File: config.mk
export PLATFORM = sky130hd
export DESIGN_NAME = gitm_queue
export DESIGN_NICKNAME = d
export VERILOG_FILES = /design/src/rtl/gitm_pkg.sv /design/src/rtl/gitm_queue.sv
export SDC_FILE = /design/constraint.sdc
export NUM_CORES = 1
export LEC_CHECK = 0
export ABC_AREA = 1
export BUFFER_PORTS_ARGS = -buffer_cell sky130_fd_sc_hd__buf_4
export CELL_PAD_IN_SITES_DETAIL_PLACEMENT = 1
export CELL_PAD_IN_SITES_GLOBAL_PLACEMENT = 1
export CORE_UTILIZATION = 30
export CTS_BUF_LIST = sky130_fd_sc_hd__clkbuf_8
export CTS_CLUSTER_SIZE = 12
export DETAILED_ROUTE_END_ITERATION = 10
export GPL_ROUTABILITY_DRIVEN = 0
export PLACE_DENSITY_LB_ADDON = 0.2
export SLEW_MARGIN = 0
export SYNTH_ARGS = -nofsm -noshare
export SYNTH_HDL_FRONTEND = slang
export SYNTH_SLANG_ARGS = --single-unit
File: constraint.sdc
create_clock -name clock -period 17.1 [get_ports clock]
set_input_delay 3.42 -clock clock [delete_from_list [all_inputs] [get_ports clock]]
set_output_delay 3.42 -clock clock [all_outputs]
set_load 0.01 [all_outputs]
File: src/rtl/gitm_pkg.sv
// Shared types, constants and arithmetic helpers of the grid interpolated texture mapper.
`default_nettype none

package gitm_pkg;

   // Texture geometry: a square texture addressed as v * side + u.
   localparam int TEX_SIDE_LOG = 7;
   localparam int TEX_SIDE = 1 << TEX_SIDE_LOG;
   localparam int TEX_ADDR_W = 2 * TEX_SIDE_LOG;
   localparam int TEX_ENTRIES = TEX_SIDE * TEX_SIDE;
   localparam int TEXEL_W = 16;

   // Bit positions where the texture coordinates start in the 16.16 values.
   localparam int U_LSB = 17;
   localparam int V_LSB = 15;

   // Screen block geometry: eight by eight pixels.
   localparam int BLOCK_LOG = 3;
   localparam int BLOCK_SIDE = 1 << BLOCK_LOG;
   localparam int PIX_CNT_W = 2 * BLOCK_LOG;

   // Seam limit register.
   localparam int LIMIT_W = 8;
   localparam logic [LIMIT_W-1:0] SEAM_LIMIT_RESET = 8'd100;

   // Default depth of the job queue between front and back.
   localparam int QUEUE_DEPTH = 2;

   // Command codes.
   localparam logic CMD_LOAD = 1'b0;
   localparam logic CMD_RENDER = 1'b1;

   // One input item.
   typedef struct packed {
      logic                  cmd;
      logic [TEX_ADDR_W-1:0] texel_addr;
      logic [TEXEL_W-1:0]    texel_data;
      logic signed [31:0]    angle_top_left;
      logic signed [31:0]    depth_top_left;
      logic signed [31:0]    angle_bottom_left;
      logic signed [31:0]    depth_bottom_left;
      logic signed [31:0]    angle_top_right;
      logic signed [31:0]    depth_top_right;
      logic signed [31:0]    angle_bottom_right;
      logic signed [31:0]    depth_bottom_right;
   } req_item_type;

   // One result item.
   typedef struct packed {
      logic [BLOCK_LOG-1:0] pixel_row;
      logic [BLOCK_LOG-1:0] pixel_col;
      logic [TEXEL_W-1:0]   texel;
      logic                 last;
   } rsp_item_type;

   // A classified job handed from the front to the back.
   typedef struct packed {
      logic                  cmd;
      logic [TEX_ADDR_W-1:0] texel_addr;
      logic [TEXEL_W-1:0]    texel_data;
      logic [31:0]           angle_left;
      logic [31:0]           depth_left;
      logic [31:0]           angle_right;
      logic [31:0]           depth_right;
      logic [31:0]           angle_left_step;
      logic [31:0]           depth_left_step;
      logic [31:0]           angle_right_step;
      logic [31:0]           depth_right_step;
   } job_type;

   // True when the integer part of |later - base|, truncated toward zero, exceeds the limit.
   function automatic logic seam_jump(input logic [31:0] later, input logic [31:0] base,
                                      input logic [LIMIT_W-1:0] limit);
      logic [32:0] diff;
      logic [32:0] mag;
      diff = {later[31], later} - {base[31], base};
      mag = diff[32] ? (33'd0 - diff) : diff;
      return mag[32:16] > {9'd0, limit};
   endfunction

   // (hi - lo) / BLOCK_SIDE with truncation toward zero, kept to 32 bits.
   function automatic logic [31:0] trunc_step(input logic [31:0] hi, input logic [31:0] lo);
      logic [32:0] diff;
      logic [33:0] adj;
      diff = {hi[31], hi} - {lo[31], lo};
      adj = {diff[32], diff} + (diff[32] ? 34'(BLOCK_SIDE - 1) : 34'd0);
      return {adj[33], adj[33:BLOCK_LOG]};
   endfunction

   // (hi - lo) shifted right arithmetically by the block log, kept to 32 bits.
   function automatic logic [31:0] floor_step(input logic [31:0] hi, input logic [31:0] lo);
      logic [32:0] diff;
      diff = {hi[31], hi} - {lo[31], lo};
      return {{(BLOCK_LOG - 1){diff[32]}}, diff[32:BLOCK_LOG]};
   endfunction

endpackage

`default_nettype wire

File: src/rtl/gitm_queue.sv
// Short job queue that decouples the front end from the render back end.
`default_nettype none

module gitm_queue #(
   parameter int Depth = gitm_pkg::QUEUE_DEPTH
) (
   input  wire                clock,
   input  wire                reset,
   input  wire                push,
   input  gitm_pkg::job_type  push_job,
   output logic               full,
   input  wire                pop,
   output gitm_pkg::job_type  pop_job,
   output logic               empty
);

   localparam int PtrW = (Depth > 1) ? $clog2(Depth) : 1;
   localparam int CntW = $clog2(Depth + 1);
   localparam logic [PtrW-1:0] LastPtr = PtrW'(Depth - 1);

   gitm_pkg::job_type entries_ff [Depth];
   logic [PtrW-1:0]   wr_ptr_ff, wr_ptr_in;
   logic [PtrW-1:0]   rd_ptr_ff, rd_ptr_in;
   logic [CntW-1:0]   count_ff, count_in;

   assign full = (count_ff == CntW'(Depth));
   assign empty = (count_ff == '0);
   assign pop_job = entries_ff[rd_ptr_ff];

   // Pointer and fill count update; a transfer in and out in one cycle keeps the count.
   always_comb begin
      wr_ptr_in = wr_ptr_ff;
      rd_ptr_in = rd_ptr_ff;
      count_in = count_ff;
      if (push) begin
         wr_ptr_in = (wr_ptr_ff == LastPtr) ? '0 : PtrW'(wr_ptr_ff + 1'b1);
      end
      if (pop) begin
         rd_ptr_in = (rd_ptr_ff == LastPtr) ? '0 : PtrW'(rd_ptr_ff + 1'b1);
      end
      if (push && !pop) begin
         count_in = CntW'(count_ff + 1'b1);
      end else if (pop && !push) begin
         count_in = CntW'(count_ff - 1'b1);
      end
   end

   always_ff @(posedge clock) begin
      if (reset) begin
         wr_ptr_ff <= '0;
         rd_ptr_ff <= '0;
         count_ff <= '0;
      end else begin
         wr_ptr_ff <= wr_ptr_in;
         rd_ptr_ff <= rd_ptr_in;
         count_ff <= count_in;
      end
   end

   // Entry storage.
   always_ff @(posedge clock) begin
      if (push) begin
         entries_ff[wr_ptr_ff] <= push_job;
      end
   end

endmodule

`default_nettype wire

Word level (Yosys, flattened, before mapping)
Memory sizes are Yosys's and may differ from the RTL's. A register that Yosys moved wholly into a read port is not among the register bits.
Cells that the tools add are included.
W data, S select, Z words.
{"block": "classes", "n_addsub": 4, "n_eq_ne": 1, "n_mux": 8, "n_reduce_logical": 6}
{"operator": "$mux W1", "n": 6}
{"operator": "$mux W2", "n": 2}
{"operator": "$add A1 B1 Y1 const B", "n": 2}
{"operator": "$add A2 B1 Y2 const B", "n": 1}
{"operator": "$eq A2 B2 Y1 const B", "n": 1}
{"operator": "$logic_and A1 B1 Y1", "n": 2}
{"operator": "$logic_not A1 Y1", "n": 2}
{"operator": "$logic_not A2 Y1", "n": 1}
{"operator": "$reduce_bool A2 Y1", "n": 1}
{"operator": "$sub A2 B1 Y2 const B", "n": 1}
{"block": "word_totals", "register_bits": 4, "mem_bits_rw": 574, "input_bits": 291, "output_inout_bits": 289, "elab_cells": 23, "n_memories": 1}
{"name": "entries_ff", "depth": 2, "word_bits": 287, "read_ports": 1, "rd_ports_with_merged_regs": 1, "write_ports": 1, "line": "gitm_queue.sv:21", "text": "gitm_pkg::job_type entries_ff [Depth];"}

Longest topological paths before layout
Gate-level depths: netlist of run 1.
{"block": "depth", "depth_word": 4, "depth_mapped": 8, "depth_no_buf": 8}

Worst setup path after synthesis of run 1
Ideal clock, no wire load.
{"block": "synth_timing", "path_type": "input to register", "startpoint": "in push", "endpoint": "mem entries_ff[0][0] in the netlist's numbering, enable pin", "setup_ns": 0.949, "arrival_ns": 15.447, "required_time_ns": 16.151, "slack_ns": 0.704, "stages": 2, "path_buffers": 0, "path_cell_list": "inv_1 nor2_1"}
{"block": "synth_between", "elab_chain_cells": 2}
{"element": "start, declared", "line": "gitm_queue.sv:9", "text": "input wire push,"}
{"element": "$mux W1", "line": "gitm_queue.sv:62", "text": "if (push) begin"}
{"element": "$mux W1 (implied by the code)", "line": "gitm_queue.sv:63", "text": "entries_ff[wr_ptr_ff] <= push_job;"}
{"element": "end, declared", "line": "gitm_queue.sv:21"}
Every way passes these cells.

==> out/metrics.yaml, run 1 <==
syn_to_final_growth_pct: 32.5
ys_seq_area_share_pct: 79.2
final_cell_mix: "buf_4, edfxtp_1, mux2_4"
cts-root-buf: "clkbuf_8"
grt_use_total_pct: 14.1
whs_ns: 0.519
cpMaxStageDelayCell: "dfxtp_4"
cts.sinks: 579
fin_crit_sh_pct: 47.4
slew_viol_final: 0
syn_area_mm2: 0.0219
die_h_um: 272
grt_pass1_vias: 12100
rr_startpoint: "wr_ptr_ff"
dr_total_vias: 11000
io_pins: 580
irDropWorstVdd_mv: 0.0659
relSlewSlack_pct: 27.6
grt_max_degree: 149
ant_nets: 0
wl_per_cell_um: 20.7
numPortBuffers: 579
netlist_instances: 926
hold_viol: 0
core_mm2: 0.0719
antenna_found_initial: 5
post-cts-setup-buffers: 0
first_pass_iters: 5
synth_nets: 1218
drt_iter0_drc: 411
cpLargestDelayFamily: "buffers and inverters"
rsz0062_at_grt: "false"
cellPowerDensity_mw_per_mm2: 111
layout.cells.non_filler: 2618
h-tree-depth: 3
fin_nets: 1877
drc: 0
start_util_pct: 30.5
cap_violations: 0
fmaxAchievable_mhz: 123
grt_pass1_wl_um: 76800
dp_hpwl_um: 37600
worst-path-buf-inv: 4
p_leak_nw: 11.3
cp-end-kind: "primary output"
dp_cells: 2433
synth_cell_type_count: 16
cts_made_buffers: 100
routed_wl_um: 54300
utilization_pct: 40.4
hp-start: "rd_ptr_ff"
status: "finished, final reports clean"
crit_arrival_ns: 4.69
fin_crit_ns: 8.11
synth_area_per_cell_um2: 23.6
final_common_cell: "buf_4"
ys_seq_elements: 579
fin_ws_ns: 8.99
worst_slew_pin_slew_ns: 1.09
critPathMaxStageDelay_ns: 0.94
hp-class: "reg -> reg"
clockBufferDepth: 3
fp-row-count: 98
cpMostUsedCell: "buf_4"
die_area_mm2: 0.0740
routed_via_density: 4.22
worstSetupPathType: "reg -> out"
drive_above_1_share_pct: 60.0
cp.required_ns: 13.68
yosys_warnings: 0
clock_skew_ns: 0.0435
dp_slack_ns: 9.62
dieWidth_um: 272
critPathMaxFanout: 55
hold_buffers: 0
crit_path_start_kind: "flip-flop"
clkTransAtPathRegs_ns: 0.05
gr-total-overflow: 0
cts_resized: 0
clock_latency_ns: 0.69
tns_ns: 0
crit_chain: "buf_4 > buf_4 > buf_4 > mux2_4 > buf_4"
cts_tree: "built"
setup_viol: 0
==> power by group <==
group | internal [mW] | leakage [nW] | total [mW] | switching (mW)
clock | 0.556 | 1.05 | 1.11 | 0.556
combinational | 0.235 | 4.86 | 0.423 | 0.187
sequential | 1.65 | 5.43 | 1.67 | 0.0257
==> state kept, by name, summed over array words and instances (netlist names), named ones only <==
| register | flops |
|---|---|
| rd_ptr_ff | 1 |
| entries_ff | 574 |
| count_ff | 2 |
| wr_ptr_ff | 1 |
==> cells by family after synthesis <==
| family | Yosys count | synth area share [%] |
|---|---|---|
| flops | 579 | 79.2 |
| xor+xnor | 1 | 0.0400 |
| mux | 287 | 18.7 |
| simple gates | 15 | 0.280 |
| compound gates | 2 | 0.0457 |
| fa+ha+maj | 1 | 0.0572 |
| buf+inv | 41 | 1.66 |
==> synth_stat cells, drive strengths merged <==
cell	count	area, µm²
o21ai	1	5.00
nor3	1	5.00
a21oi	1	5.00
nand3	1	5.00
xnor2	1	8.76
mux2	287	4100
nor2	7	26.3
nand2	5	18.8
ha	1	12.5
buf	32	329
inv	9	33.8
edfxtp	574	17200
nand4	1	6.26
dfxtp	5	100
==> worst register-to-register path, cell delays in order, from the launching register on <==
cell and delay, ns:
dfxtp_1 0.39, nand2_1 0.16, inv_8 0.65, buf_4 0.70, buf_4 0.82
==> area by class of cell <==
class / count / area, µm²
well taps: 950 / 1190
diodes: 2 / 5.00
repair buffers: 589 / 4450
fillers: 7143 / 42900
flip-flops and latches: 579 / 17300
inverters: 9 / 41.3
clock inverters: 82 / 389
clock buffers: 101 / 1390
multi-input cells: 306 / 4200
==> through the flow <==
| stage | total power [mW] | cell area [µm²] |
|---|---|---|
| CTS | 3.27 | 29000 |
| global route | 3.35 | 29000 |
| detailed placement | 2.14 | 27200 |
| floorplan | 1.94 | 21900 |
| global placement | 2.13 | 27200 |
| finish | 3.21 | 29000 |
==> path summary, 6_finish.rpt <==
check	endpoint	slack, ns	cells past startpoint
setup / recovery	pop_job[104]	8.99	5
hold / removal	flip-flop	0.52	2
setup reg to reg	entries_ff[1][83]	13.90	4
hold reg to reg	flip-flop	0.52	2
==> metal layers <==
layer,share of wire [%],up-vias,global-route usage (%),routed length [µm]
li1,-,5016,-,-
met1,33,5518,13.6,18200
met5,0.079,-,0,43
met2,53,402,25.5,28700
met3,11,98,7.55,6160
met4,2.1,8,4.52,1170
Note: power is estimated with default switching activity, not from simulation.
==> inputs of run 2 (changes only) <==
--- a/config.mk
+++ b/config.mk
@@ -5,7 +5,7 @@
 export SDC_FILE = /design/constraint.sdc
 export NUM_CORES = 1
 export LEC_CHECK = 0
-export ABC_AREA = 1
+export ABC_AREA = 0
 export BUFFER_PORTS_ARGS = -buffer_cell sky130_fd_sc_hd__buf_4
 export CELL_PAD_IN_SITES_DETAIL_PLACEMENT = 1
 export CELL_PAD_IN_SITES_GLOBAL_PLACEMENT = 1
==> constraint.sdc (replaced) <==
create_clock -name clock -period 7 [get_ports clock]
set_input_delay 1.4 -clock clock [delete_from_list [all_inputs] [get_ports clock]]
set_output_delay 1.4 -clock clock [all_outputs]
set_load 0.01 [all_outputs]
==> out/metrics.yaml, run 2 <==
core_mm2: 0.0719  # unchanged
m1WireLength_um: 19200  # +5.5%
switching_share_pct: 23.6  # -0.41 points
relSlewSlack_pct: 27.9  # +0.29 points
irDropWorstVdd_mv: 0.143  # +120%
routed_wl_um: 53400  # -1.7%
dr_total_vias: 11000  # -0.52%
worst_slew_pin_slew_ns: 1.08  # -0.00665 ns
fmaxAchievable_mhz: 230
layout.cells.non_filler: 2601  # -0.65%
yosys.area.top_type: "edfxtp_1"
hold_viol: 0  # unchanged
crit_arrival_ns: 2.96  # -1.73 ns
fin_crit_ns: 4.36
die_h_um: 272  # about the same
regMostFlops: "entries_ff"
clock_latency_ns: 0.67  # -0.02 ns
critPathMaxFanout: 94  # +71%
synthTopCellsByArea: "edfxtp_1, mux2_4, mux2_2"
antenna_found_initial: 7  # +2
p_clk_share_pct: 35.8  # +1.1 points
io_pins: 580  # unchanged
synthXorXnorAreaFrac_pct: 0.160  # +0.12 points
drive_above_1_share_pct: 60.3  # +0.31 points
wl_per_cell_um: 20.5  # -1.0%
fin_nets: 1867  # -0.53%
cts_resized: 0  # unchanged
drt_iter0_drc: 498  # +21%
dr_wl_met3_um: 5400  # -12%
synth_top_family_by_area: "multiplexers"
ys_top_cells_by_count: "edfxtp_1, mux2_4, mux2_2"
synth_cell_type_count: 16  # unchanged
die_area_mm2: 0.0740  # about the same
synth_nets: 1207  # -0.90%
clockBufferDepth: 3  # unchanged
synth_compound_area_share_pct: 0.0458  # about the same
dr.max_layer_used: "met5"
dieWidth_um: 272  # about the same
drc: 0  # unchanged
fin_ws_ns: 2.64  # -6.35 ns
post-synth-top-count-cell: "edfxtp_1"
grt_pass1_vias: 11900  # -1.2%
cts-root-buf: "clkbuf_8"
pwr-share-seq_pct: 50.7  # -1.5 points
syn_area_mm2: 0.0219  # about the same
cp.required_ns: 5.60  # -8.08 ns
first_pass_iters: 4  # -1
yosys-mux-area-fraction_pct: 18.7  # about the same
ys_seq_elements: 579  # unchanged
fin_crit_sh_pct: 62.2
final_common_cell: "buf_4"
synthAdderAreaFrac_pct: 0.0572  # about the same
status: "finished, final reports clean"
cp-end-kind: "primary output"
clkTransAtPathRegs_ns: 0.05  # about the same
cts.sinks: 579  # unchanged
netlist_instances: 915  # -1.2%
cts_made_buffers: 102  # +2.0%
cap_violations: 0  # unchanged
numPortBuffers: 579  # unchanged
h-tree-depth: 3  # unchanged
synth-simple-area-share_pct: 0.200  # -0.080 points
gr-total-overflow: 0  # unchanged
hp-class: "reg -> reg"
synth_top_area_share_pct: 78.8  # about the same
finalPower_mw: 8.13  # +150%
clock_skew_ns: 0.0278  # -0.0157 ns
wl_met2_um: 27500  # -4.5%
cts_tree: "built"
slew_viol_final: 0  # unchanged
final_cell_mix: "buf_4, edfxtp_1, mux2_4"
setup_viol: 0  # unchanged
dp_hpwl_um: 36000  # -4.3%
grt_pass1_wl_um: 76400  # -0.48%
routed_via_density: 4.22  # +0.13%
grt_use_total_pct: 14.0  # -0.11 points
yosys_warnings: 0  # unchanged
crit_path_start_kind: "flip-flop"
post-cts-setup-buffers: 0  # unchanged
tns_ns: 0  # unchanged
synth_area_per_cell_um2: 23.9  # +1.1%
grt_max_degree: 141  # -5.4%
async_reset_ff_share_pct: 0  # unchanged
pwr-share-comb_pct: 13.5  # +0.3 points
ant_nets: 0  # unchanged
dp_cells: 2421  # -0.49%
power.internal_mw: 6.22  # +150%
largest_register_ffs: 574  # unchanged
synthFlopType: "edfxtp_1"
synth_edf_count: 574  # unchanged
p_sw_mw: 1.92  # +150%
ys_seq_area_share_pct: 79.3  # about the same
dp_slack_ns: 3.30  # -6.32 ns
cellPowerDensity_mw_per_mm2: 279  # +150%
start_util_pct: 30.4  # about the same
reg_top3: "entries_ff: 574 flops, count_ff: 2 flops"
p_leak_nw: 11.4  # +0.17%
worstSetupPathType: "reg -> out"
rsz0062_at_grt: "false"
syn_to_final_growth_pct: 33.2
hold_buffers: 0  # unchanged
fp-row-count: 98  # unchanged
-- run 2: cell types whose count changed after synthesis, sizes merged --
cell	change
and2	+1
inv	-8
nand2	-5
nand3	-1
nand4	-1
nor2	-2
nor2b	+2
nor3	-1
or3	+1
xnor2	+1
xor2	+2
-- run 2: cell type report --
cell class / count / area [µm²]
well taps: 950 / 1190
clock buffers: 103 / 1420
diodes: 2 / 5.00
repair buffers: 588 / 4480
clock inverters: 75 / 477
inverters: 1 / 3.75
multi-input cells: 303 / 4210
flip-flops and latches: 579 / 17300
fillers: 7141 / 42700
-- run 2: layer usage --
layer	global-route usage, %	vias to the layer above
met3	6.27	100
met1	14.8	5478
met2	24.3	406
li1	-	4991
met4	5.13	10
met5	0	-
-- run 2: final timing paths --
path         slack [ns]                 end  cells after the start   startpoint
max                2.64        pop_job[271]                      3    flip-flop
min                0.50         count_ff[1]                      2  count_ff[1]
max reg2reg        4.56  entries_ff[1][141]                      2    wr_ptr_ff
min reg2reg        0.50         count_ff[1]                      2  count_ff[1]
-- run 2: power by group through the flow --
stage	combinational (mW)	sequential (mW)	clock (mW)
finish	1.10	4.12	2.91
global route	1.17	4.14	3.18
CTS	1.13	4.13	3.05
detailed placement	1.13	4.20	0
global placement	1.11	4.19	0
floorplan	0.588	4.19	0
-- run 2: logic make-up (layout without fill, tap and decap cells) --
family / count (synthesis) / count (layout)
fa+ha+maj: 1 / 1
simple gates: 9 / 9
compound gates: 2 / 2
other cells: 0 / 2
xor+xnor: 4 / 4
buf+inv: 33 / 767
flops: 579 / 579
mux: 287 / 287
-- run 2: through the flow --
step | area, µm² | utilization [%] | hold slack [ns]
floorplan | 21900 | - | 0.461
global placement | 27200 | 37.9 | 0.476
detailed placement | 27200 | 37.9 | 0.498
CTS | 29100 | 40.5 | 0.507
global route | 29100 | 40.5 | 0.526
finish | 29100 | 40.5 | 0.503
-- run 2: worst max-delay path, cell delays in order, from the launching register on --
cell and delay, ns:
dfxtp_4 0.94, buf_12 0.56, mux2_2 0.42, buf_4 0.14
