File: src/rtl/gitm_pkg.sv
// Shared types, constants and arithmetic helpers of the grid interpolated texture mapper.
`default_nettype none

package gitm_pkg;

   // Texture geometry: a square texture addressed as v * side + u.
   localparam int TEX_SIDE_LOG = 7;
   localparam int TEX_SIDE = 1 << TEX_SIDE_LOG;
   localparam int TEX_ADDR_W = 2 * TEX_SIDE_LOG;
   localparam int TEX_ENTRIES = TEX_SIDE * TEX_SIDE;
   localparam int TEXEL_W = 16;

   // Bit positions where the texture coordinates start in the 16.16 values.
   localparam int U_LSB = 17;
   localparam int V_LSB = 15;

   // Screen block geometry: eight by eight pixels.
   localparam int BLOCK_LOG = 3;
   localparam int BLOCK_SIDE = 1 << BLOCK_LOG;
   localparam int PIX_CNT_W = 2 * BLOCK_LOG;

   // Seam limit register.
   localparam int LIMIT_W = 8;
   localparam logic [LIMIT_W-1:0] SEAM_LIMIT_RESET = 8'd100;

   // Default depth of the job queue between front and back.
   localparam int QUEUE_DEPTH = 2;

   // Command codes.
   localparam logic CMD_LOAD = 1'b0;
   localparam logic CMD_RENDER = 1'b1;

   // One input item.
   typedef struct packed {
      logic                  cmd;
      logic [TEX_ADDR_W-1:0] texel_addr;
      logic [TEXEL_W-1:0]    texel_data;
      logic signed [31:0]    angle_top_left;
      logic signed [31:0]    depth_top_left;
      logic signed [31:0]    angle_bottom_left;
      logic signed [31:0]    depth_bottom_left;
      logic signed [31:0]    angle_top_right;
      logic signed [31:0]    depth_top_right;
      logic signed [31:0]    angle_bottom_right;
      logic signed [31:0]    depth_bottom_right;
   } req_item_type;

   // One result item.
   typedef struct packed {
      logic [BLOCK_LOG-1:0] pixel_row;
      logic [BLOCK_LOG-1:0] pixel_col;
      logic [TEXEL_W-1:0]   texel;
      logic                 last;
   } rsp_item_type;

   // A classified job handed from the front to the back.
   typedef struct packed {
      logic                  cmd;
      logic [TEX_ADDR_W-1:0] texel_addr;
      logic [TEXEL_W-1:0]    texel_data;
      logic [31:0]           angle_left;
      logic [31:0]           depth_left;
      logic [31:0]           angle_right;
      logic [31:0]           depth_right;
      logic [31:0]           angle_left_step;
      logic [31:0]           depth_left_step;
      logic [31:0]           angle_right_step;
      logic [31:0]           depth_right_step;
   } job_type;

   // True when the integer part of |later - base|, truncated toward zero, exceeds the limit.
   function automatic logic seam_jump(input logic [31:0] later, input logic [31:0] base,
                                      input logic [LIMIT_W-1:0] limit);
      logic [32:0] diff;
      logic [32:0] mag;
      diff = {later[31], later} - {base[31], base};
      mag = diff[32] ? (33'd0 - diff) : diff;
      return mag[32:16] > {9'd0, limit};
   endfunction

   // (hi - lo) / BLOCK_SIDE with truncation toward zero, kept to 32 bits.
   function automatic logic [31:0] trunc_step(input logic [31:0] hi, input logic [31:0] lo);
      logic [32:0] diff;
      logic [33:0] adj;
      diff = {hi[31], hi} - {lo[31], lo};
      adj = {diff[32], diff} + (diff[32] ? 34'(BLOCK_SIDE - 1) : 34'd0);
      return {adj[33], adj[33:BLOCK_LOG]};
   endfunction

   // (hi - lo) shifted right arithmetically by the block log, kept to 32 bits.
   function automatic logic [31:0] floor_step(input logic [31:0] hi, input logic [31:0] lo);
      logic [32:0] diff;
      diff = {hi[31], hi} - {lo[31], lo};
      return {{(BLOCK_LOG - 1){diff[32]}}, diff[32:BLOCK_LOG]};
   endfunction

endpackage

`default_nettype wire

File: src/rtl/gitm_front.sv
// Front end: accepts items, applies the seam fix and works out the edge steps of a block.
`default_nettype none

module gitm_front (
   input  wire                            clock,
   input  wire                            reset,
   input  wire                            start,
   output logic                           busy,
   input  gitm_pkg::req_item_type         req_item,
   input  wire [gitm_pkg::LIMIT_W-1:0]    seam_limit,
   input  wire                            queue_full,
   output logic                           push,
   output gitm_pkg::job_type              job
);

   typedef enum logic [4:0] {
      F_IDLE = 5'b00001,
      F_FIX1 = 5'b00010,
      F_FIX2 = 5'b00100,
      F_STEP = 5'b01000,
      F_PUSH = 5'b10000
   } front_state_type;

   front_state_type        state_ff, state_in;
   gitm_pkg::req_item_type item_ff, item_in;
   logic [31:0]            a0i_ff, a0i_in;
   logic [31:0]            z0i_ff, z0i_in;
   logic [31:0]            a1i_ff, a1i_in;
   logic [31:0]            z1i_ff, z1i_in;

   // Sequencer: capture, fix left and top-right, fix bottom-right, steps, hand over.
   always_comb begin
      state_in = state_ff;
      item_in = item_ff;
      a0i_in = a0i_ff;
      z0i_in = z0i_ff;
      a1i_in = a1i_ff;
      z1i_in = z1i_ff;
      case (state_ff)
         F_IDLE: begin
            if (start) begin
               item_in = req_item;
               state_in = (req_item.cmd == gitm_pkg::CMD_RENDER) ? F_FIX1 : F_PUSH;
            end
         end
         F_FIX1: begin
            if (gitm_pkg::seam_jump(item_ff.angle_bottom_left, item_ff.angle_top_left,
                                    seam_limit)) begin
               item_in.angle_bottom_left = item_ff.angle_top_left;
            end
            if (gitm_pkg::seam_jump(item_ff.angle_top_right, item_ff.angle_top_left,
                                    seam_limit)) begin
               item_in.angle_top_right = item_ff.angle_top_left;
            end
            state_in = F_FIX2;
         end
         F_FIX2: begin
            // Bottom-right is judged against the already fixed top-right.
            if (gitm_pkg::seam_jump(item_ff.angle_bottom_right, item_ff.angle_top_right,
                                    seam_limit)) begin
               item_in.angle_bottom_right = item_ff.angle_top_right;
            end
            state_in = F_STEP;
         end
         F_STEP: begin
            a0i_in = gitm_pkg::trunc_step(item_ff.angle_bottom_left, item_ff.angle_top_left);
            z0i_in = gitm_pkg::trunc_step(item_ff.depth_bottom_left, item_ff.depth_top_left);
            a1i_in = gitm_pkg::trunc_step(item_ff.angle_bottom_right, item_ff.angle_top_right);
            z1i_in = gitm_pkg::trunc_step(item_ff.depth_bottom_right, item_ff.depth_top_right);
            state_in = F_PUSH;
         end
         F_PUSH: begin
            if (!queue_full) begin
               state_in = F_IDLE;
            end
         end
         default: begin
            state_in = F_IDLE;
         end
      endcase
   end

   // Handshake and job assembly.
   assign busy = (state_ff != F_IDLE);
   assign push = (state_ff == F_PUSH) && !queue_full;

   always_comb begin
      job.cmd = item_ff.cmd;
      job.texel_addr = item_ff.texel_addr;
      job.texel_data = item_ff.texel_data;
      job.angle_left = item_ff.angle_top_left;
      job.depth_left = item_ff.depth_top_left;
      job.angle_right = item_ff.angle_top_right;
      job.depth_right = item_ff.depth_top_right;
      job.angle_left_step = a0i_ff;
      job.depth_left_step = z0i_ff;
      job.angle_right_step = a1i_ff;
      job.depth_right_step = z1i_ff;
   end

   // Control state.
   always_ff @(posedge clock) begin
      if (reset) begin
         state_ff <= F_IDLE;
      end else begin
         state_ff <= state_in;
      end
   end

   // Payload registers.
   always_ff @(posedge clock) begin
      item_ff <= item_in;
      a0i_ff <= a0i_in;
      z0i_ff <= z0i_in;
      a1i_ff <= a1i_in;
      z1i_ff <= z1i_in;
   end

endmodule

`default_nettype wire

File: config.mk
export PLATFORM = sky130hd
export DESIGN_NAME = gitm_front
export DESIGN_NICKNAME = d
export VERILOG_FILES = /design/src/rtl/gitm_pkg.sv /design/src/rtl/gitm_front.sv
export SDC_FILE = /design/constraint.sdc
export NUM_CORES = 1
export LEC_CHECK = 0
export BUFFER_PORTS_ARGS = -buffer_cell sky130_fd_sc_hd__buf_2
export CAP_MARGIN = 0
export CORE_UTILIZATION = 40
export DETAILED_ROUTE_END_ITERATION = 16
export GPL_TIMING_DRIVEN = 0
export HOLD_SLACK_MARGIN = 0.12
export PLACE_DENSITY_LB_ADDON = 0.08
export SLEW_MARGIN = 20
export SYNTH_ARGS = -nofsm -noshare
export SYNTH_HDL_FRONTEND = slang
export SYNTH_SLANG_ARGS = --single-unit
File: constraint.sdc
create_clock -name clock -period 15.2 [get_ports clock]
set_clock_uncertainty 0.1 [all_clocks]
set_input_delay 1.52 -clock clock [delete_from_list [all_inputs] [get_ports clock]]
set_output_delay 1.52 -clock clock [all_outputs]
set_load 0.01 [all_outputs]
Word-level counts from Yosys, hierarchy flattened
Index checks and enable logic that the tools add are counted.
{"block": "word_totals", "reg_bits": 416, "input_bits": 299, "wordCells": 69}
{"block": "classes", "eq_ne": 11, "n_addsub": 12, "n_mux": 18, "n_lt_le_gt_ge": 3, "reduce_logical": 9}
{"operator": "192-bit 2-to-1 mux", "n": 1}
{"operator": "32-bit case mux with 2 select lines", "n": 3}
{"operator": "32-bit by 32-bit subtractor with 33-bit output", "n": 5}
{"operator": "33-bit by 4-bit adder with 34-bit output", "n": 4}
{"operator": "33-bit 2-to-1 mux", "n": 3}
{"operator": "1-bit by 33-bit subtractor with 33-bit output, first input constant", "n": 3}
{"operator": "32-bit 2-to-1 mux", "n": 3}
{"operator": "17-bit by 8-bit greater-than comparator with 1-bit output", "n": 3}
{"operator": "5-bit case mux with 5 select lines", "n": 1}
{"operator": "5-bit 2-to-1 mux", "n": 3}
{"operator": "3-bit 2-to-1 mux", "n": 4}
{"operator": "2-bit != test, second input constant", "n": 5}
{"operator": "3-bit AND reduction", "n": 3}
{"operator": "5-bit by 1-bit equality test with 1-bit output, second input constant", "n": 1}
{"operator": "5-bit by 2-bit equality test with 1-bit output, second input constant", "n": 1}
{"operator": "5-bit by 3-bit equality test with 1-bit output, second input constant", "n": 1}
{"operator": "5-bit by 4-bit equality test with 1-bit output, second input constant", "n": 1}
{"operator": "5-bit equality test, second input constant", "n": 1}
{"operator": "5-bit by 1-bit != test with 1-bit output, second input constant", "n": 1}
{"operator": "2-bit AND reduction", "n": 2}
{"operator": "2-bit nonzero test", "n": 2}
{"operator": "1-bit logical AND", "n": 1}
{"operator": "1-bit logical NOT", "n": 1}

Depth between registers and ports, before layout
Gate-level depths: netlist of the first run.
{"block": "logic_depth", "word_depth": 6, "mapped_depth": 26, "depth_no_buf": 25}

Least setup slack after synthesis of the first run
Ideal clock, no wire load.
{"block": "synth_timing", "path_kind": "register -> register", "from": "register state_ff[2]", "to": "register state_ff[0]", "path_slack_ns": 1.560, "setup_ns": 0.114, "n_path_buf": 0, "stages_incl_launch_ff": 6, "arrival_ns": 13.426, "path_cell_list": "dfxtp_1 > nor2_1 > nor4bb_1 > nand2b_1 > o32ai_1 > a21o_1"}
{"block": "synth_between", "elab_chain_len": 3, "word_cells_on_any_way": 9, "classes_between": "7 x eq/ne; 1 x mux; 1 x reduce/logical"}
{"element": "start, declared", "line_no": "gitm_front.sv:24", "rtl": "front_state_type state_ff, state_in;"}
{"element": "start signal, assigned", "line_no": "gitm_front.sv:106", "rtl": "state_ff <= state_in;"}
{"element": "5-bit equality test or 5-bit by 1-bit equality test with 1-bit output (tied branches)", "line_no": "gitm_front.sv:39", "rtl": "case (state_ff)"}
{"element": "2-bit != test (no source line)"}
{"element": "2-bit AND reduction (no source line)"}
Parallel ways exist; a longest one is shown, timed or not.
A chain may end at the register's enable or synchronous reset.

Worst setup path in the final report of the first run
{"block": "layout_timing", "from": "register item_ff, in the netlist job[161]", "to": "register item_ff[32] (netlist name), enable pin"}
{"block": "layout_between", "elab_chain_len": 6}
{"element": "start, declared", "line_no": "gitm_front.sv:25", "rtl": "gitm_pkg::req_item_type item_ff, item_in;"}
{"element": "start signal, assigned", "line_no": "gitm_front.sv:112", "rtl": "item_ff <= item_in;"}
{"element": "32-bit by 32-bit subtractor with 33-bit output (*)", "line_no": "gitm_pkg.sv:76", "rtl": "diff = {later[31], later} - {base[31], base};"}
{"element": "1-bit by 33-bit subtractor with 33-bit output", "line_no": "gitm_pkg.sv:77", "rtl": "mag = diff[32] ? (33'd0 - diff) : diff;"}
{"element": "33-bit 2-to-1 mux (*)", "line_no": "gitm_pkg.sv:77"}
{"element": "17-bit by 8-bit greater-than comparator with 1-bit output (*)", "line_no": "gitm_pkg.sv:78", "rtl": "return mag[32:16] > {9'd0, limit};"}
{"element": "2-bit != test (no source line) (*)"}
{"element": "3-bit AND reduction (no source line) (*)"}
Every way passes the cells marked *; elsewhere a longest branch is shown, timed or not.

==> Implementation_results.wiki, run 1 <==
{| class="wikitable"
! Metric !! Value
|-
| Initial standard-cell utilization of the core || 40.37%
|-
| Wire length reported by the detailed router || 92910 um
|-
| Final worst path period need || 7.314 ns
|-
| Reg-to-reg endpoint || item_ff[32]$_DFFE_PP_
|-
| Number of max-slew violations in the final report || 0
|-
| Clock Sink Count || 416
|-
| Relative slew slack || 34.73%
|-
| Number of core rows || 99
|-
| Endpoint class of the critical path || flip-flop
|-
| Synth Area in XOR/XNOR || 7.519%
|-
| Port Buffer Count || 586
|-
| Top_reg_cell synth || sky130_fd_sc_hd__edfxtp_1
|-
| Crit path arrival time || 7.57 ns
|-
| Number of hold-repair buffers added at the cts stage || 0
|-
| Area share of the largest cell type after synthesis || 41.90%
|-
| Post-DR vias/cell || 5.367
|-
| Synth-to-Final Area Change || 21.19%
|-
| Start-to-end type of the worst setup path || flip-flop to flip-flop
|-
| Required time of the critical path || 15.46 ns
|-
| Setup TNS || 0 ns
|-
| Source-to-sink clock delay at the later pin of the worst-skew pair || 0.62 ns
|-
| Fraction of synthesis flops using an asynchronous set or reset pin || 0%
|-
| Flops & latches, synth || 416
|-
| Warnings, synthesis || 0
|-
| Number of post-CTS setup repair buffers || 0
|-
| Worst-case register-to-register setup slack || 7.89 ns
|-
| Pin slew with the least headroom to its limit || 0.9716 ns
|-
| Adder-cell share of the synthesized area || 8.496%
|-
| First-pass GRT wire length || 139600 um
|-
| Portion of the clock cycle consumed by the worst path in the final layout || 48.12%
|-
| Final Util || 48.93%
|-
| RePlAce Congestion || 0.9064
|-
| Die area || 74720 um2
|-
| Reg2reg path depth || 25
|-
| Number of antenna violations at the first check in global routing || 7
|-
| Worst-path fanout max || 18
|-
| FF-to-FF Start || job[161]$_DFFE_PP_
|-
| Switching fraction of total power || 36.54%
|-
| Buffer cell driving the clock tree root || sky130_fd_sc_hd__clkbuf_16
|-
| Clock tree from TritonCTS || done
|-
| Critical path capture point || item_ff[32]$_DFFE_PP_
|-
| Average cell area after synthesis || 9.964 um2
|-
| Fraction of layout instances using a drive strength above 1 || 26.21%
|-
| # setup viols final || 0
|-
| Number of gates resized after cts || 0
|-
| Maximum number of pins on one net before global-route repair || 30
|-
| Number of buffers created by CTS || 51
|-
| Final total power || 4.568 mW
|-
| Cell taking the most area after synthesis || sky130_fd_sc_hd__edfxtp_1
|-
| First DRT Iteration DRCs || 1273
|-
| # nets final || 4114
|-
| Post-synthesis share of cell area spent on and, or, nand and nor gates || 15.82%
|-
| Min-delay worst type || flip-flop to flip-flop
|-
| Relative contribution of the clock network to total power || 27.1%
|-
| Mux share of post-synthesis cell area || 0.5905%
|-
| DRC violations left || 0
|-
| Die span in y || 273.4 um
|-
| Static leakage || 15.10 nW
|-
| Number of H-tree levels || 2
|-
| Top area cells in the synthesized netlist || sky130_fd_sc_hd__edfxtp_1, sky130_fd_sc_hd__ha_1, sky130_fd_sc_hd__xnor2_1
|-
| Synth Area in Compound Gates || 17.18%
|-
| Maximum vdd drop || 0.09663 mV
|-
| Count of mapped cells out of synthesis || 2956
|-
| Worst setup SP type || flip-flop
|-
| Unrepaired setup endpoints after global routing || no
|-
| Post-synth cell types || 116
|-
| Initial DRT Pass Iterations || 5
|-
| Number of nets produced by synthesis || 3452
|-
| Residual overflow from global routing || 0
|-
| Switching Power || 1.669 mW
|-
| Outcome || finished clean
|-
| Hold Slack || 0.5991 ns
|-
| I/O pins || 588
|-
| CTS clk-pin slew, worst paths || 0.06 ns
|-
| Combinational family with the most area after synthesis || compound AO/OA/AOI/OAI gates
|-
| GRT Total Usage || 24.09%
|-
| Buffers from clock root to sink, at most || 3
|-
| Antenna violation net count after detailed routing || 0
|-
| Combinational share of power || 40.9%
|-
| Pwr/cell area || 128.0 nW/um2
|-
| Die width || 273.4 um
|-
| Highest attainable clock frequency || 136.7 MHz
|-
| Final Hold Fails || 0
|-
| Via count of the first global-routing pass || 24.70k
|-
| Placeable core area || 72960 um2
|-
| Routed length per placed instance || 20.11 um
|-
| Via count of the routed design || 24.79k
|-
| Summed instance area of the synthesized netlist || 29450 um2
|-
| Source of the critical timing path || job[161]$_DFFE_PP_
|-
| Internal Pwr Total || 2.899 mW
|-
| Register share of total power || 32.0%
|-
| Number of synthesized flops with an enable pin || 411
|-
| MaxCap Viol Count || 0
|-
| Sequential share of the synthesized area || 42.24%
|-
| Post-detail-place hpwl || 76080 um
|}
-- worst min path at each step --
stage / startpoint / to / depth (start not counted)
finish: state_ff[4]$_SDFFE_PP0P_ / state_ff[4]$_SDFFE_PP0P_ / 3
floorplan: job[224]$_DFFE_PP_ / item_ff[160]$_DFFE_PP_ / 1
detailed placement: state_ff[4]$_SDFFE_PP0P_ / state_ff[4]$_SDFFE_PP0P_ / 3
CTS: state_ff[4]$_SDFFE_PP0P_ / state_ff[4]$_SDFFE_PP0P_ / 3
global placement: state_ff[4]$_SDFFE_PP0P_ / state_ff[4]$_SDFFE_PP0P_ / 3
global route: state_ff[4]$_SDFFE_PP0P_ / state_ff[4]$_SDFFE_PP0P_ / 3
-- final cells by class --
| type | instances | area [um2] |
|---|---|---|
| Fill cell | 6926 | 37260 |
| Multi-Input combinational cell | 2079 | 14680 |
| Sequential cell | 416 | 12440 |
| Timing Repair Buffer | 609 | 3283 |
| Buffer | 252 | 1618 |
| Clock buffer | 59 | 1328 |
| Tap cell | 959 | 1200 |
| Inverter | 209 | 784.5 |
| Clock inverter | 35 | 355.3 |
| Antenna cell | 1 | 2.502 |
-- worst max-delay path, stage by stage, from the launching register on --
cell                        delay, ns
sky130_fd_sc_hd__edfxtp_1        0.42
sky130_fd_sc_hd__inv_1           0.20
sky130_fd_sc_hd__fa_1            0.49
sky130_fd_sc_hd__a211oi_1        0.45
sky130_fd_sc_hd__o21ai_1         0.21
sky130_fd_sc_hd__and3b_1         0.27
sky130_fd_sc_hd__o21ai_2         0.36
sky130_fd_sc_hd__a21oi_1         0.20
sky130_fd_sc_hd__o21a_2          0.34
sky130_fd_sc_hd__inv_2           0.24
sky130_fd_sc_hd__clkbuf_1        0.58
sky130_fd_sc_hd__nand2_1         0.14
sky130_fd_sc_hd__xnor2_1         0.16
sky130_fd_sc_hd__ha_1            0.32
sky130_fd_sc_hd__nor2b_1         0.14
sky130_fd_sc_hd__o21a_1          0.16
sky130_fd_sc_hd__o21a_1          0.16
sky130_fd_sc_hd__o21a_1          0.17
sky130_fd_sc_hd__o21a_1          0.16
sky130_fd_sc_hd__o21a_1          0.16
sky130_fd_sc_hd__o21a_1          0.16
sky130_fd_sc_hd__o22ai_1         0.23
sky130_fd_sc_hd__o2111ai_1       0.16
sky130_fd_sc_hd__nor3_1          0.37
sky130_fd_sc_hd__a31oi_4         0.39
sky130_fd_sc_hd__buf_16          0.29
-- power groups by stage --
stage	clock network, mW	logic (mW)	registers (mW)
5_1_grt	1.31	2.07	1.47
2_1_floorplan	0	1.38	1.48
3_3_place_gp	0	1.80	1.52
4_1_cts	1.27	1.87	1.46
6_report	1.24	1.87	1.46
3_5_place_dp	0	1.86	1.49
-- kinds of logic after synthesis --
family	Yosys count
xor gates and xnor gates	249
muxes	17
and+or+nand+nor	870
adders and majority gates	197
AOI/OAI and AO/OA	746
buffers and inverters	461
DFF	416
-- per-layer routing --
layer / vias to the layer above / part of all wire, % / global-route usage [%]
li1: 12090 / - / -
met1: 11840 / 40 / 27.88
met2: 709 / 51 / 44.38
met3: 139 / 6.1 / 4.895
met4: 8 / 2.9 / 7.057
met5: - / 0.050 / 0
-- state kept, by name (all words and copies together) (netlist names) --
| signal | count |
|---|---|
| z1i_ff | 31 |
| a0i_ff | 31 |
| state_ff | 5 |
| job | 159 |
| item_ff | 128 |
| a1i_ff | 31 |
| z0i_ff | 31 |
-- synth_stat cells, types with 8 or more instances --
| cell type | count |
|---|---|
| sky130_fd_sc_hd__o2111ai_1 | 14 |
| sky130_fd_sc_hd__o31ai_1 | 16 |
| sky130_fd_sc_hd__nor2_1 | 158 |
| sky130_fd_sc_hd__nand2_1 | 212 |
| sky130_fd_sc_hd__a21o_1 | 67 |
| sky130_fd_sc_hd__nand3_1 | 110 |
| sky130_fd_sc_hd__nand4_1 | 49 |
| sky130_fd_sc_hd__o211ai_1 | 27 |
| sky130_fd_sc_hd__a211o_1 | 9 |
| sky130_fd_sc_hd__nand3b_1 | 14 |
| sky130_fd_sc_hd__o21bai_1 | 21 |
| sky130_fd_sc_hd__buf_2 | 12 |
| sky130_fd_sc_hd__buf_4 | 165 |
| sky130_fd_sc_hd__xnor2_1 | 166 |
| sky130_fd_sc_hd__inv_1 | 207 |
| sky130_fd_sc_hd__clkbuf_1 | 65 |
| sky130_fd_sc_hd__or2_2 | 12 |
| sky130_fd_sc_hd__nor3_1 | 62 |
| sky130_fd_sc_hd__o21ai_0 | 184 |
| sky130_fd_sc_hd__o22ai_1 | 11 |
| sky130_fd_sc_hd__a31o_2 | 8 |
| sky130_fd_sc_hd__and3_1 | 45 |
| sky130_fd_sc_hd__or3_1 | 25 |
| sky130_fd_sc_hd__and4_1 | 15 |
| sky130_fd_sc_hd__nand2b_1 | 28 |
| sky130_fd_sc_hd__a31oi_1 | 30 |
| sky130_fd_sc_hd__xor2_1 | 80 |
| sky130_fd_sc_hd__o21a_1 | 40 |
| sky130_fd_sc_hd__ha_1 | 192 |
| sky130_fd_sc_hd__o21ai_1 | 12 |
| sky130_fd_sc_hd__nor3b_1 | 11 |
| sky130_fd_sc_hd__a21oi_1 | 152 |
| sky130_fd_sc_hd__nor2b_1 | 20 |
| sky130_fd_sc_hd__nor4_1 | 13 |
| sky130_fd_sc_hd__a211oi_1 | 31 |
| sky130_fd_sc_hd__edfxtp_1 | 411 |
| sky130_fd_sc_hd__and2_1 | 33 |
| sky130_fd_sc_hd__mux2i_1 | 14 |
-- through the flow --
step	instances	cell area (um2)	setup WS [ns]
6_report	4619	35700	7.886
5_1_grt	4618	35690	7.408
4_1_cts	4618	35690	7.859
3_5_place_dp	4524	34010	7.900
3_3_place_gp	4501	33590	-5.223
2_1_floorplan	2956	29450	1.560
-- cell usage in the layout (no fill, tap or decap), drive strengths merged, types with 47 or more instances in the layout --
cell	instances
o21ai	201
ha	192
edfxtp	411
nand3	112
xor2	82
nor3	65
buf	796
a21o	67
nor2	158
clkbuf	124
nand2	212
nand4	49
and3	47
a21oi	161
inv	210
xnor2	167
(Power assumes the default switching activity.)
==> run 2, diff against run 1 <==
Settings changed: ABC_AREA from default to 1.
Clock period 15.2 ns to 7.65 ns, I/O delays scaled along.
==> Implementation_results.wiki, run 2 <==
{| class="wikitable"
! Metric !! Value
|-
| Internal Pwr Total || 5.724 mW (was 2.899 mW)
|-
| Most frequent cells in the layout || sky130_fd_sc_hd__nand2_1, sky130_fd_sc_hd__inv_1, sky130_fd_sc_hd__buf_2 (was sky130_fd_sc_hd__buf_2, sky130_fd_sc_hd__edfxtp_1, sky130_fd_sc_hd__nand2_1)
|-
| # nets final || 5670 (was 4114)
|-
| Port Buffer Count || 586 (unchanged)
|-
| Pin slew with the least headroom to its limit || 1.115 ns (was 0.9716 ns)
|-
| Fraction of layout instances using a drive strength above 1 || 18.41% (was 26.21%)
|-
| Final Util || 48.02% (was 48.93%)
|-
| Highest metal layer used by the detailed router || met5 (unchanged)
|-
| Worst setup SP type || flip-flop (unchanged)
|-
| Top area cells in the synthesized netlist || sky130_fd_sc_hd__edfxtp_1, sky130_fd_sc_hd__nand2_1, sky130_fd_sc_hd__inv_1 (was sky130_fd_sc_hd__edfxtp_1, sky130_fd_sc_hd__ha_1, sky130_fd_sc_hd__xnor2_1)
|-
| Number of nets produced by synthesis || 5017 (was 3452)
|-
| Count of mapped cells out of synthesis || 4521 (was 2956)
|-
| Switching Power || 4.630 mW (was 1.669 mW)
|-
| First DRT Iteration DRCs || 2348 (was 1273)
|-
| Area share of the largest cell type after synthesis || 37.25% (was 41.90%)
|-
| Relative contribution of the clock network to total power || 22.6% (was 27.1%)
|-
| Unrepaired setup endpoints after global routing || no (unchanged)
|-
| Number of hold-repair buffers added at the cts stage || 0 (unchanged)
|-
| DRC violations left || 0 (unchanged)
|-
| Buffers from clock root to sink, at most || 3 (unchanged)
|-
| CTS clk-pin slew, worst paths || 0.06 ns (about the same)
|-
| # fillers || 8592 (was 6926)
|-
| Summed instance area of the synthesized netlist || 33130 um2 (was 29450 um2)
|-
| Largest register FFs || 159 (unchanged)
|-
| Most common cell in the netlist || sky130_fd_sc_hd__nand2_1 (was sky130_fd_sc_hd__edfxtp_1)
|-
| Highest attainable clock frequency || 163.8 MHz (was 136.7 MHz)
|-
| Number of gates resized after cts || 0 (unchanged)
|-
| Source-to-sink clock delay at the later pin of the worst-skew pair || 0.64 ns (was 0.62 ns)
|-
| Initial DRT Pass Iterations || 6 (was 5)
|-
| Met1 Wirelength || 54310 um (was 36960 um)
|-
| First-pass GRT wire length || 174700 um (was 139600 um)
|-
| Worst stage delay on the critical path || 0.57 ns (was 0.58 ns)
|-
| Number of buffers created by CTS || 50 (was 51)
|-
| Combinational family with the most area after synthesis || simple AND/OR/NAND/NOR gates (was compound AO/OA/AOI/OAI gates)
|-
| Crit path arrival time || 6.37 ns (was 7.57 ns)
|-
| Outcome || finished clean (unchanged)
|-
| RePlAce Congestion || 0.9724 (was 0.9064)
|-
| Synth Area in XOR/XNOR || 4.672% (was 7.519%)
|-
| Maximum vdd drop || 0.2642 mV (was 0.09663 mV)
|-
| Cell taking the most area after synthesis || sky130_fd_sc_hd__edfxtp_1 (unchanged)
|-
| Mux share of post-synthesis cell area || 0% (was 0.5905%)
|-
| Static leakage || 19.08 nW (was 15.10 nW)
|-
| Buffer cell driving the clock tree root || sky130_fd_sc_hd__clkbuf_16 (unchanged)
|-
| Post-synth cell types || 62 (was 116)
|-
| MaxCap Viol Count || 0 (unchanged)
|-
| Residual overflow from global routing || 0 (unchanged)
|-
| Commonest non-fill, non-tap cell in the layout || sky130_fd_sc_hd__nand2_1 (was sky130_fd_sc_hd__buf_2)
|-
| Most frequent cells after synthesis || sky130_fd_sc_hd__nand2_1, sky130_fd_sc_hd__inv_1, sky130_fd_sc_hd__nor2_1 (was sky130_fd_sc_hd__edfxtp_1, sky130_fd_sc_hd__nand2_1, sky130_fd_sc_hd__inv_1)
|-
| Warnings, synthesis || 0 (unchanged)
|-
| Number of core rows || 105 (was 99)
|-
| Synth Area in Compound Gates || 7.335% (was 17.18%)
|-
| Die area || 83980 um2 (was 74720 um2)
|-
| Final worst path period need || 6.106 ns (was 7.314 ns)
|-
| Final total power || 10.35 mW (was 4.568 mW)
|-
| Clock tree from TritonCTS || done (unchanged)
|-
| Die width || 289.8 um (was 273.4 um)
|-
| Routed length per placed instance || 18.95 um (was 20.11 um)
|-
| Post-synthesis share of cell area spent on and, or, nand and nor gates || 30.52% (was 15.82%)
|-
| Initial standard-cell utilization of the core || 40.41% (was 40.37%)
|-
| Min-delay worst type || input pin to flip-flop (was flip-flop to flip-flop)
|-
| Worst path slowest cell || sky130_fd_sc_hd__edfxtp_1 (was sky130_fd_sc_hd__clkbuf_1)
|-
| GRT Total Usage || 27.50% (was 24.09%)
|-
| Combinational share of power || 48.7% (was 40.9%)
|-
| Number of post-CTS setup repair buffers || 0 (unchanged)
|-
| Number of synthesized flops with an enable pin || 411 (unchanged)
|-
| Number of max-slew violations in the final report || 0 (unchanged)
|-
| # setup viols final || 0 (unchanged)
|-
| Final standard cell count with taps included and fillers excluded || 6287 (was 4619)
|-
| Post-detail-place hpwl || 100700 um (was 76080 um)
|-
| Switching fraction of total power || 44.72% (was 36.54%)
|-
| Portion of the clock cycle consumed by the worst path in the final layout || 79.82% (was 48.12%)
|-
| Via count of the first global-routing pass || 29.42k (was 24.70k)
|-
| Required time of the critical path || 7.91 ns (was 15.46 ns)
|-
| Die span in y || 289.8 um (was 273.4 um)
|-
| Sequential share of the synthesized area || 37.56% (was 42.24%)
|-
| Flops & latches, synth || 416 (unchanged)
|-
| Post-DR vias/cell || 5.041 (was 5.367)
|-
| Average cell area after synthesis || 7.328 um2 (was 9.964 um2)
|-
| Fraction of synthesis flops using an asynchronous set or reset pin || 0% (unchanged)
|-
| Number of antenna violations at the first check in global routing || 8 (was 7)
|-
| # placed instances || 6192 (was 4524)
|-
| Adder-cell share of the synthesized area || 7.554% (was 8.496%)
|-
| Maximum number of pins on one net before global-route repair || 64 (was 30)
|-
| Start-to-end type of the worst setup path || flip-flop to flip-flop (unchanged)
|-
| Final Hold Fails || 0 (unchanged)
|-
| Register share of total power || 28.7% (was 32.0%)
|-
| Met3 Routed Length || 7729 um (was 5654 um)
|-
| Synth-to-Final Area Change || 18.82% (was 21.19%)
|-
| Worst-path fanout max || 28 (was 18)
|-
| Number of H-tree levels || 2 (unchanged)
|-
| Clock Sink Count || 416 (unchanged)
|-
| Setup TNS || 0 ns (unchanged)
|-
| Met2 Routed Length || 53960 um (was 47570 um)
|-
| Pwr/cell area || 263.0 nW/um2 (was 128.0 nW/um2)
|-
| Hold Slack || 0.2015 ns (was 0.5991 ns)
|-
| Top_reg_cell synth || sky130_fd_sc_hd__edfxtp_1 (unchanged)
|-
| Wire length reported by the detailed router || 119100 um (was 92910 um)
|-
| Placeable core area || 81980 um2 (was 72960 um2)
|-
| I/O pins || 588 (unchanged)
|-
| Relative slew slack || 25.67% (was 34.73%)
|-
| Antenna violation net count after detailed routing || 0 (unchanged)
|-
| Via count of the routed design || 31.69k (was 24.79k)
|-
| Endpoint class of the critical path || flip-flop (unchanged)
|}
==> run 2: cells by family (layout without fill, tap and decap cells) <==
kind of cell / count (synthesis) / count (layout)
simple gates: 2365 / 2365
buf+inv: 925 / 1618
xor+xnor: 172 / 172
compound gates: 446 / 446
fa+ha+maj: 197 / 197
other cells: 0 / 3
flops: 416 / 416
==> run 2: per-layer routing <==
layer	GRT usage, %	up-vias
met2	44.50	1072
met1	38.35	14580
met4	7.408	4
met5	0	-
li1	-	15900
met3	3.752	135
==> run 2: cell type report <==
class                           instances  area (um2)  area share, %
Multi-Input combinational cell       3180       16620          42.22
Sequential cell                       416       12440          31.61
Timing Repair Buffer                  601        3281          8.334
Inverter                              728        2744          6.971
Buffer                                197        1358          3.449
Tap cell                             1070        1339          3.401
Clock buffer                           58        1281          3.255
Clock inverter                         34       294.0         0.7470
Antenna cell                            3       7.507        0.01907
==> run 2: critical path: cells and delay by family (launching register included) <==
kind | cells | cell delay [ns]
and+or+nand+nor | 15 | 1.71
DFF | 1 | 0.57
adders and majority gates | 3 | 1.02
buffers and inverters | 7 | 1.16
AOI/OAI and AO/OA | 5 | 0.92
xor gates and xnor gates | 1 | 0.30
==> run 2: stage by stage <==
stage	cell area, um2	worst slack, ns
after global routing	39360	1.190
after global placement	37410	-1.841
after floorplan	33140	1.626
final	39360	1.544
after detailed placement	37780	1.677
after CTS	39360	1.644
==> run 2: power groups by stage <==
stage          Combinational (mW)  Sequential [mW]  Clock, mW
2_1_floorplan                3.46             2.96          0
3_3_place_gp                 4.90             3.04          0
3_5_place_dp                 4.98             3.02          0
4_1_cts                      5.00             2.97       2.40
5_1_grt                      5.63             2.99       2.47
6_report                     5.04             2.97       2.34
==> run 2: final timing paths <==
check / slack (ns) / cells past startpoint / to / startpoint
max: 1.54 / 31 / item_ff[165]$_DFFE_PP_ / job[224]$_DFFE_PP_
min: 0.20 / 1 / job[149]$_DFFE_PP_ / req_item[85]
max reg2reg: 1.54 / 31 / item_ff[165]$_DFFE_PP_ / job[224]$_DFFE_PP_
min reg2reg: 0.53 / 2 / job[171]$_DFFE_PP_ / job[235]$_DFFE_PP_
